File: src/hdl/fpjr_pkg.sv
// ---------------------------------------------------------------------------
// fpjr_pkg
// Shared types and constants of the feeder PID controller with jam reverse.
// ---------------------------------------------------------------------------
package fpjr_pkg;

   localparam int SPEED_W  = 16;   // speed samples, setpoint, command
   localparam int GAIN_W   = 16;   // unsigned Q8.8 gains
   localparam int OLIM_W   = 15;   // output clamp
   localparam int ILIM_W   = 23;   // error-sum clamp
   localparam int ERR_W    = 17;   // setpoint - measured
   localparam int SUM_W    = 24;   // accumulated error
   localparam int PHASE_W  = 9;    // tick counter
   localparam int CSR_IDX_W  = 3;
   localparam int CSR_DATA_W = 23;

   // Register indexes of the configuration port
   localparam logic [CSR_IDX_W-1:0] REG_SETPOINT  = 3'd0;
   localparam logic [CSR_IDX_W-1:0] REG_STUCK_THR = 3'd1;
   localparam logic [CSR_IDX_W-1:0] REG_GAIN_P    = 3'd2;
   localparam logic [CSR_IDX_W-1:0] REG_GAIN_I    = 3'd3;
   localparam logic [CSR_IDX_W-1:0] REG_GAIN_D    = 3'd4;
   localparam logic [CSR_IDX_W-1:0] REG_OUT_LIM   = 3'd5;
   localparam logic [CSR_IDX_W-1:0] REG_INT_LIM   = 3'd6;

   // Reset values of the registers
   localparam logic signed [SPEED_W-1:0] SETPOINT_RST  = 16'sd3000;
   localparam logic signed [SPEED_W-1:0] STUCK_THR_RST = 16'sd100;
   localparam logic [OLIM_W-1:0]         OUT_LIM_RST   = 15'h7FFF;
   localparam logic [ILIM_W-1:0]         INT_LIM_RST   = 23'h7FFFFF;

   // Drive applied while backing out of a jam
   localparam logic signed [SPEED_W-1:0] REVERSE_CMD = -16'sd2000;

   typedef struct packed {
      logic signed [SPEED_W-1:0] setpoint;
      logic signed [SPEED_W-1:0] stuck_thr;
      logic [GAIN_W-1:0]         gain_p;
      logic [GAIN_W-1:0]         gain_i;
      logic [GAIN_W-1:0]         gain_d;
      logic [OLIM_W-1:0]         out_lim;
      logic [ILIM_W-1:0]         int_lim;
   } csr_type;

   typedef struct packed {
      logic signed [SPEED_W-1:0] cmd;       // clamped command
      logic                      sat;       // output was clamped
      logic signed [ERR_W-1:0]   err;       // error of this step
      logic signed [SUM_W-1:0]   sum_nxt;   // updated error sum
   } pid_out_type;

   typedef enum logic [3:0] {
      MODE_IDLE    = 4'b0001,
      MODE_PID     = 4'b0010,
      MODE_CHECK   = 4'b0100,
      MODE_REVERSE = 4'b1000
   } mode_type;

endpackage

File: src/hdl/fpjr_csr.sv
// ---------------------------------------------------------------------------
// fpjr_csr
// Configuration register file; a write completes in the cycle it is offered.
// ---------------------------------------------------------------------------
module fpjr_csr (
   input  logic                                clock,
   input  logic                                reset,
   input  logic                                csr_valid,
   output logic                                csr_ready,
   input  logic [fpjr_pkg::CSR_IDX_W-1:0]      csr_index,
   input  logic [fpjr_pkg::CSR_DATA_W-1:0]     csr_data,
   output fpjr_pkg::csr_type                   cfg
);

   fpjr_pkg::csr_type cfg_ff;
   fpjr_pkg::csr_type cfg_in;

   assign csr_ready = 1'b1;
   assign cfg       = cfg_ff;

   always_comb begin
      cfg_in = cfg_ff;
      if (csr_valid) begin
         unique case (csr_index)
            fpjr_pkg::REG_SETPOINT:  cfg_in.setpoint  = $signed(csr_data[15:0]);
            fpjr_pkg::REG_STUCK_THR: cfg_in.stuck_thr = $signed(csr_data[15:0]);
            fpjr_pkg::REG_GAIN_P:    cfg_in.gain_p    = csr_data[15:0];
            fpjr_pkg::REG_GAIN_I:    cfg_in.gain_i    = csr_data[15:0];
            fpjr_pkg::REG_GAIN_D:    cfg_in.gain_d    = csr_data[15:0];
            fpjr_pkg::REG_OUT_LIM:   cfg_in.out_lim   = csr_data[14:0];
            fpjr_pkg::REG_INT_LIM:   cfg_in.int_lim   = csr_data[22:0];
            default: ;  // drop writes to unknown indexes
         endcase
      end
   end

   always_ff @(posedge clock) begin
      if (reset) begin
         cfg_ff.setpoint  <= fpjr_pkg::SETPOINT_RST;
         cfg_ff.stuck_thr <= fpjr_pkg::STUCK_THR_RST;
         cfg_ff.gain_p    <= '0;
         cfg_ff.gain_i    <= '0;
         cfg_ff.gain_d    <= '0;
         cfg_ff.out_lim   <= fpjr_pkg::OUT_LIM_RST;
         cfg_ff.int_lim   <= fpjr_pkg::INT_LIM_RST;
      end else begin
         cfg_ff <= cfg_in;
      end
   end

endmodule

File: src/hdl/fpjr_pid.sv
// ---------------------------------------------------------------------------
// fpjr_pid
// One PID step in Q8.8: three products, output clamp, anti-windup sum update.
// ---------------------------------------------------------------------------
module fpjr_pid (
   input  logic signed [fpjr_pkg::SPEED_W-1:0] meas,
   input  fpjr_pkg::csr_type                   cfg,
   input  logic signed [fpjr_pkg::ERR_W-1:0]   prev_err,
   input  logic signed [fpjr_pkg::SUM_W-1:0]   err_sum,
   output fpjr_pkg::pid_out_type               pid
);

   logic signed [16:0] err;
   logic signed [17:0] diff;
   logic signed [24:0] isum;
   logic signed [16:0] gp_s;
   logic signed [16:0] gi_s;
   logic signed [16:0] gd_s;
   logic signed [33:0] prod_p;
   logic signed [34:0] prod_d;
   logic signed [41:0] prod_i;
   logic signed [43:0] total;
   logic signed [43:0] lim;
   logic               over_hi;
   logic               over_lo;
   logic signed [24:0] acc;
   logic signed [24:0] ilim;

   always_comb begin
      err  = 17'(cfg.setpoint) - 17'(meas);
      diff = 18'(err) - 18'(prev_err);
      isum = 25'(err) + 25'(err_sum);

      gp_s = $signed({1'b0, cfg.gain_p});
      gi_s = $signed({1'b0, cfg.gain_i});
      gd_s = $signed({1'b0, cfg.gain_d});

      prod_p = 34'(gp_s) * 34'(err);
      prod_d = 35'(gd_s) * 35'(diff);
      prod_i = 42'(gi_s) * 42'(isum);

      total = 44'(prod_p) + 44'(prod_d) + 44'(prod_i);
      lim   = $signed(44'({cfg.out_lim, 8'h00}));

      over_hi = (total > lim);
      over_lo = (total < -lim);

      pid.err = err;
      pid.sat = over_hi | over_lo;
      if (over_hi) begin
         pid.cmd = $signed({1'b0, cfg.out_lim});
      end else if (over_lo) begin
         pid.cmd = -$signed({1'b0, cfg.out_lim});
      end else begin
         // arithmetic shift: floor of total / 256
         pid.cmd = total[23:8];
      end

      // anti-windup: clear on saturation, else accumulate and clamp
      acc  = 25'(err_sum) + 25'(err);
      ilim = $signed(25'({2'b00, cfg.int_lim}));
      if (acc > ilim) begin
         acc = ilim;
      end else if (acc < -ilim) begin
         acc = -ilim;
      end
      pid.sum_nxt = pid.sat ? '0 : acc[23:0];
   end

endmodule

File: src/hdl/feeder_pid_with_jam_reverse.sv
// ---------------------------------------------------------------------------
// feeder_pid_with_jam_reverse
// Feeder speed PID burst controller with jam detection and reverse drive.
// ---------------------------------------------------------------------------
// Datapath: input register, then result register, which drives rsp_tvalid.
// Throughput: one item per cycle while rsp_tready does not stall the result; the PID
// step and mode update for an item are combinational between the two registers.
// Reset: synchronous, active high; restores register defaults, clears PID
// state, counter and held command, and returns the mode to idle.
module feeder_pid_with_jam_reverse #(
   parameter int PID_TICKS     = 100,
   parameter int REVERSE_TICKS = 300
) (
   input  logic        clock,
   input  logic        reset,
   // input stream
   input  logic        req_tvalid,
   output logic        req_tready,
   input  logic [15:0] req_tdata,    // [15:0] measured_speed
   input  logic [0:0]  req_tuser,    // [0] fire_request
   // result stream
   output logic        rsp_tvalid,
   input  logic        rsp_tready,
   output logic [15:0] rsp_tdata,    // [15:0] speed_command
   output logic [1:0]  rsp_tuser,    // [0] output_saturated, [1] reversing
   // configuration
   input  logic        csr_valid,
   output logic        csr_ready,
   input  logic [2:0]  csr_index,
   input  logic [22:0] csr_data
);

   localparam int PW = fpjr_pkg::PHASE_W;
   localparam logic [PW-1:0] PID_LIM = PW'(PID_TICKS);
   localparam logic [PW-1:0] REV_LIM = PW'(REVERSE_TICKS);

   fpjr_pkg::csr_type     cfg;
   fpjr_pkg::pid_out_type pid;

   // input register
   logic               in_vld_ff;
   logic signed [15:0] in_meas_ff;
   logic               in_fire_ff;

   // controller state
   fpjr_pkg::mode_type          mode_ff, mode_in;
   logic [PW-1:0]               phase_ff, phase_in;
   logic signed [16:0]          prev_err_ff, prev_err_in;
   logic signed [23:0]          err_sum_ff, err_sum_in;
   logic signed [15:0]          held_ff, held_in;
   logic                        sat_in;
   logic                        rev_in;
   logic                        pid_run;

   // result register
   logic        rsp_vld_ff;
   logic [15:0] rsp_data_ff;
   logic [1:0]  rsp_user_ff;

   logic req_xfer;
   logic adv;

   fpjr_csr u_csr (
      .clock     (clock),
      .reset     (reset),
      .csr_valid (csr_valid),
      .csr_ready (csr_ready),
      .csr_index (csr_index),
      .csr_data  (csr_data),
      .cfg       (cfg)
   );

   fpjr_pid u_pid (
      .meas     (in_meas_ff),
      .cfg      (cfg),
      .prev_err (prev_err_ff),
      .err_sum  (err_sum_ff),
      .pid      (pid)
   );

   // advance a held input when the result slot is free or being emptied
   assign adv        = in_vld_ff & (~rsp_vld_ff | rsp_tready);
   assign req_tready = ~in_vld_ff | adv;
   assign req_xfer   = req_tvalid & req_tready;

   assign rsp_tvalid = rsp_vld_ff;
   assign rsp_tdata  = rsp_data_ff;
   assign rsp_tuser  = rsp_user_ff;

   always_comb begin
      mode_in = mode_ff;
      phase_in = phase_ff;
      held_in = held_ff;
      rev_in  = 1'b0;
      pid_run = 1'b0;
      unique case (mode_ff)
         fpjr_pkg::MODE_PID: begin
            pid_run  = 1'b1;
            held_in  = pid.cmd;
            phase_in = phase_ff + PW'(1);
            if (phase_in >= PID_LIM) begin
               mode_in = fpjr_pkg::MODE_CHECK;
            end
         end
         fpjr_pkg::MODE_CHECK: begin
            if (in_meas_ff < cfg.stuck_thr) begin
               held_in  = fpjr_pkg::REVERSE_CMD;
               rev_in   = 1'b1;
               phase_in = PW'(1);
               mode_in  = (REV_LIM <= PW'(1)) ? fpjr_pkg::MODE_IDLE
                                              : fpjr_pkg::MODE_REVERSE;
            end else begin
               // keep the last PID command for this tick
               mode_in  = fpjr_pkg::MODE_IDLE;
               phase_in = '0;
            end
         end
         fpjr_pkg::MODE_REVERSE: begin
            held_in  = fpjr_pkg::REVERSE_CMD;
            rev_in   = 1'b1;
            phase_in = phase_ff + PW'(1);
            if (phase_in >= REV_LIM) begin
               mode_in  = fpjr_pkg::MODE_IDLE;
               phase_in = '0;
            end
         end
         default: begin
            if (in_fire_ff) begin
               pid_run  = 1'b1;
               held_in  = pid.cmd;
               phase_in = PW'(1);
               mode_in  = (PID_LIM <= PW'(1)) ? fpjr_pkg::MODE_CHECK
                                              : fpjr_pkg::MODE_PID;
            end else begin
               held_in  = '0;
               phase_in = '0;
               mode_in  = fpjr_pkg::MODE_IDLE;
            end
         end
      endcase
      sat_in      = pid_run & pid.sat;
      prev_err_in = pid_run ? pid.err : prev_err_ff;
      err_sum_in  = pid_run ? pid.sum_nxt : err_sum_ff;
   end

   always_ff @(posedge clock) begin
      if (reset) begin
         in_vld_ff <= 1'b0;
      end else if (req_xfer) begin
         in_vld_ff <= 1'b1;
      end else if (adv) begin
         in_vld_ff <= 1'b0;
      end
   end

   always_ff @(posedge clock) begin
      if (req_xfer) begin
         in_meas_ff <= $signed(req_tdata);
         in_fire_ff <= req_tuser[0];
      end
   end

   always_ff @(posedge clock) begin
      if (reset) begin
         mode_ff     <= fpjr_pkg::MODE_IDLE;
         phase_ff    <= '0;
         prev_err_ff <= '0;
         err_sum_ff  <= '0;
         held_ff     <= '0;
      end else if (adv) begin
         mode_ff     <= mode_in;
         phase_ff    <= phase_in;
         prev_err_ff <= prev_err_in;
         err_sum_ff  <= err_sum_in;
         held_ff     <= held_in;
      end
   end

   always_ff @(posedge clock) begin
      if (reset) begin
         rsp_vld_ff <= 1'b0;
      end else if (adv) begin
         rsp_vld_ff <= 1'b1;
      end else if (rsp_tready) begin
         rsp_vld_ff <= 1'b0;
      end
   end

   always_ff @(posedge clock) begin
      if (adv) begin
         rsp_data_ff <= held_in;
         rsp_user_ff <= {rev_in, sat_in};
      end
   end

endmodule

File: config.mk
export PLATFORM = sky130hd
export DESIGN_NAME = feeder_pid_with_jam_reverse
export DESIGN_NICKNAME = d
export VERILOG_FILES = /design/src/hdl/fpjr_pkg.sv /design/src/hdl/fpjr_csr.sv /design/src/hdl/fpjr_pid.sv /design/src/hdl/feeder_pid_with_jam_reverse.sv
export SDC_FILE = /design/constraint.sdc
export NUM_CORES = 2
export LEC_CHECK = 0
export BUFFER_PORTS_ARGS = -buffer_cell sky130_fd_sc_hd__buf_2
export CAP_MARGIN = 20
export CORE_AREA = 2 2 309 433
export DETAILED_ROUTE_END_ITERATION = 10
export DIE_AREA = 0 0 311 435
export PLACE_DENSITY = 0.54
export SYNTH_ARGS = -nofsm -noshare
export SYNTH_HDL_FRONTEND = slang
export SYNTH_SLANG_ARGS = --single-unit
export TNS_END_PERCENT = 30
File: constraint.sdc
create_clock -name clock -period 21.5 [get_ports clock]
set_clock_uncertainty 0.05 [all_clocks]
set_input_delay 2.15 -clock clock [delete_from_list [all_inputs] [get_ports clock]]
set_output_delay 2.15 -clock clock [all_outputs]
set_load 0.02 [all_outputs]
# Yosys cells after proc, flatten, opt, wreduce, memory -nomap -nowiden
# Index checks and enable logic that the tools add are counted.
# op_classes
add_sub_neg,9
n_mul,3
n_lt_le_gt_ge,7
eq_ne,11
n_mux,25
bitwise,8
n_reduce_logical,13
# op_table
op,n
$mux W24,3
$mux W16,4
$pmux W16 S3,1
$gt A44 B24 Y1,1
$lt A44 B44 Y1,1
$neg A23 Y44,1
$add A36 B42 Y43,1
$mul A17 B25 Y42,1
$add A34 B35 Y36,1
$mul A17 B18 Y35,1
$mul A17 B17 Y34,1
$pmux W9 S3,1
$add A17 B24 Y25,1
$gt A25 B24 Y1,1
$lt A25 B25 Y1,1
$neg A23 Y25,1
$sub A17 B17 Y18,1
$sub A16 B16 Y17,1
$lt A16 B16 Y1,1
$neg A15 Y16,1
$reduce_and A2 Y1,8
$mux W4,3
$pmux W4 S3,1
$add A9 B1 Y9 const B,1
other kinds (20),38
# totals
ff_bits,225
output_inout_bits,21
wordCells,94

# Longest topological paths before layout
# logic_depth
depth_word,10
mapped_depth,65
ltp_nobuf,61

# By module
# A second synthesis with hierarchy kept.
# unflattened
hier_cells,5872
area_unflattened_um2,52770.6
# modules_own_cells
module,n_inst,cells_each,area_each_um2,seq_area_each_um2
fpjr_pid,1,4905,43250.2,0.0
feeder_pid_with_jam_reverse,1,527,4867.2,2492.4
fpjr_csr,1,440,4653.2,2362.3

# Worst setup path before layout
# Ideal clock, no wire load.
# synth_path
kind,register to register
start,reg in_meas_ff[0]
end,reg rsp_data_ff[8] (netlist: rsp_tdata[8]) (data pin)
setup_ns,0.256
arrival_time_ns,14.574
path_slack_ns,6.620
stages_incl_launch_ff,60
synth_period_minus_slack_ns,14.880
cell_sequence,edfxtp_1 ha_1 fa_1 nor2b_1 o21ai_0 a21boi_0 o21ai_0 a21boi_0 o21ai_0 and2_1 xnor2_1 clkbuf_1 ha_1 a21o_1 a31o_2 or2_2 o21ai_0 nor2_1 [... 24 more ...] o211ai_1 a21boi_2 a311oi_4 or4_1 and2_1 ha_1 nand4_1 a2111oi_0 o2111ai_1 and3_1 o31a_1 o21ai_0 o31ai_2 maj3_2 buf_6 a31o_1 a22o_1 a22o_1
# synth_lines
item,line_no,text
start: declaration,feeder_pid_with_jam_reverse.sv:42,logic signed [15:0] in_meas_ff;
start signal: assignment,feeder_pid_with_jam_reverse.sv:158,in_meas_ff <= $signed(req_tdata);
end signal: assignment,feeder_pid_with_jam_reverse.sv:191,rsp_data_ff <= held_in;
end: declaration,feeder_pid_with_jam_reverse.sv:57,logic [15:0] rsp_data_ff;

==> flow_summary.toml <==
[yosys]
yosysTopAreaCell = "fa_1"
ys_seq_area_share_pct = 9.30
syn_area_mm2 = 0.0522
syn_nets = 7483
synth_edf_count = 35
ys_async_sr_fraction_pct = 0
post-synth-top-count-cell = "inv_1"
yosys_most_used_dff = "dfxtp_1"
netlist_instances = 5921
synthesis.yosys.warnings = 0
avgSynthCellArea_um2 = 8.82
synth_cell_type_count = 93
synth_common_cells = "inv_1 (1288), fa_1 (1060), nand2_1 (896)"
synth_area_leaders = "fa_1 (41%), ha_1 (11%), inv_1 (9.3%)"
synth-seq-cells = 225
synth_top_area_share_pct = 40.7

[sta]
rsz0062_at_grt = "false"
finalCriticalPeriod_ns = 16.66
max_freq_mhz = 60.0
fin_tns_setup_ns = 0
period_share_pct = 77.5
worst_slack_ns = 4.84
worst_pin_slew_ns = 1.12
slew_viol_final = 0
max-slew-margin-rel_pct = 25.5
finalHoldViolCount = 0
setup_viol = 0

[hold_path]
hold_path.class = "flop to flop"
hold_end = "prev_err_ff[6]"
hp-start = "prev_err_ff[6]"
hold_depth = 2

[setup_path]
cp-end-kind = "flop"
crit_type = "flop to flop"
rr_worst_depth = 54
critPathLaunchType = "flop"
cpMostUsedCell = "fa_1"
crit_slowest_cell = "fa_1"
critPathRequiredTime_ns = 21.93
r2r-end = "err_sum_ff[23]"
cp_max_fo = 20
arrival_ns = 17.09
r2r_start = "in_meas_ff[2]"
rrSetupSlack_ns = 4.84
critical-path-max-stage-delay_ns = 0.59

[global_routing]
gr-usage-all-layers_pct = 23.6
grt_max_degree = 67
antenna_found_initial = 8
grt.overflow.total = 0
grt_pass1_vias = 43414
grt_pass1_wl_um = 248000

[clock_network]
cts_setup_buffers = 0
cts_buffers = 26
post_cts_resized = 0
ctsHoldBuffers = 0
cts_root_buf = "clkbuf_16"
clk_path_buf_depth = 3
insertion_delay_ns = 0.60
cts.sinks = 225
clkTransAtPathRegs_ns = 0.07
cts_tree = "yes"
htreeDepth = 1

[place]
dp_slack_ns = 4.88
dpl_cell_area_mm2 = 0.0548
place_congestion = 0.907
dp_hpwl_um = 133000
io_buffers = 67

[final_layout]
fillers = 13400
fin_nets = 7442
drive_gt1_share_pct = 5.14
area_growth_pct = 6.59
final_cell_area_mm2 = 0.0556

[detailed_routing]
drtIter0Drc = 1931
dr_total_vias = 39347
ant_nets = 0
wl_per_cell_um = 20.3
drc = 0
drt_wl_total_um = 155000
avgViaCountPerCell = 5.14
dr.pass1.iters = 5

[floorplanning]
fp.dieH_um = 435
core_mm2 = 0.132
die-width_um = 311
rows = 158
die_area_mm2 = 0.135
start_util_pct = 39.6
ios = 69

[power_and_ir_drop]
power_density_mw_per_mm2 = 81.7
leakage_nw = 28.0
vdd_drop_max_mv = 0.0811

[run_status]
status = "finished, final reports clean"

[run]
maxCapViolCount = 0
-- through the flow --
| step | std cells | total power [W] | util, % | hold WS (ns) |
|---|---|---|---|---|
| 2_1_floorplan | 5921 | 0.00289 | - | 0.379 |
| 3_3_place_gp | 7608 | 0.00408 | 41.6 | 0.390 |
| 3_5_place_dp | 7612 | 0.00409 | 41.6 | 0.397 |
| 4_1_cts | 7660 | 0.00457 | 42.3 | 0.405 |
| 5_1_grt | 7660 | 0.00496 | 42.3 | 0.417 |
| 6_report | 7662 | 0.00455 | 42.3 | 0.404 |
-- state kept, by name (all words and copies together), names as in the netlist --
register	count
prev_err_ff	17
rsp_tuser	2
rsp_tvalid	1
rsp_tdata	16
in_meas_ff	16
err_sum_ff	24
held_ff	16
u_csr.cfg	118
mode_ff	4
phase_ff	9
in_vld_ff	1
in_fire_ff	1
-- report_power, final --
| group | leakage (nW) | switching [W] | internal [W] |
|---|---|---|---|
| clock | 0.389 | 0.000211 | 0.000230 |
| sequential | 1.88 | 0.0000303 | 0.000484 |
| combinational | 25.7 | 0.00234 | 0.00126 |
-- cells in the final DEF, fill, tap and decap left out, types with 35 or more instances in the layout --
cell,count
nand2_1,896
a21oi_1,214
inv_1,1288
buf_4,103
buf_2,67
edfxtp_1,35
and2_1,432
o21ai_0,129
nor2_1,139
nor2b_1,85
dfxtp_1,190
nor3_1,46
nand3_1,37
xnor2_1,69
fa_1,1060
ha_1,454
nand3b_1,48
a21o_1,57
-- worst max path at each step --
stage / startpoint / to / cells after the start
floorplan: in_meas_ff[0] / rsp_tdata[8] / 59
global placement: in_meas_ff[2] / err_sum_ff[23] / 54
detailed placement: in_meas_ff[2] / err_sum_ff[22] / 58
CTS: in_meas_ff[2] / err_sum_ff[22] / 58
global route: in_meas_ff[2] / err_sum_ff[22] / 54
finish: in_meas_ff[2] / err_sum_ff[23] / 54
-- cell type report --
class,instances,area (um^2),area share [%]
Sequential cell,225,4850,8.73
Antenna cell,2,5.00,0.00900
Inverter,1290,4840,8.70
Timing Repair Buffer,173,1160,2.08
Tap cell,1760,2200,3.96
Clock inverter,17,134,0.241
Multi-Input combinational cell,4164,41800,75.1
Clock buffer,31,679,1.22
-- cell families (layout without fill, tap and decap cells) --
kind of cell	after synthesis	count (layout)	synth area share, %
AOI/OAI and AO/OA	644	644	8.13
xor gates and xnor gates	116	116	1.95
adders and majority gates	1515	1515	51.6
buffers and inverters	1532	1511	11.1
DFF	225	225	9.30
muxes	24	24	0.470
other	1	3	0.00718
and+or+nand+nor	1864	1864	17.5
-- per-layer routing --
layer	vias up	GRT usage (%)	share of wire, %
met1	20301	28.2	40
met3	235	1.58	3.3
li1	18008	-	-
met4	2	7.11	3.2
met5	-	0	0.010
met2	801	44.8	54
-- worst max-delay path, delay by kind of cell, from the launching register on --
| family | cells | cell delay (ns) |
|---|---|---|
| and+or+nand+nor | 12 | 3.44 |
| AOI/OAI and AO/OA | 20 | 5.57 |
| DFF | 1 | 0.40 |
| buffers and inverters | 9 | 0.97 |
| adders and majority gates | 13 | 6.06 |
(Power assumes the default switching activity.)
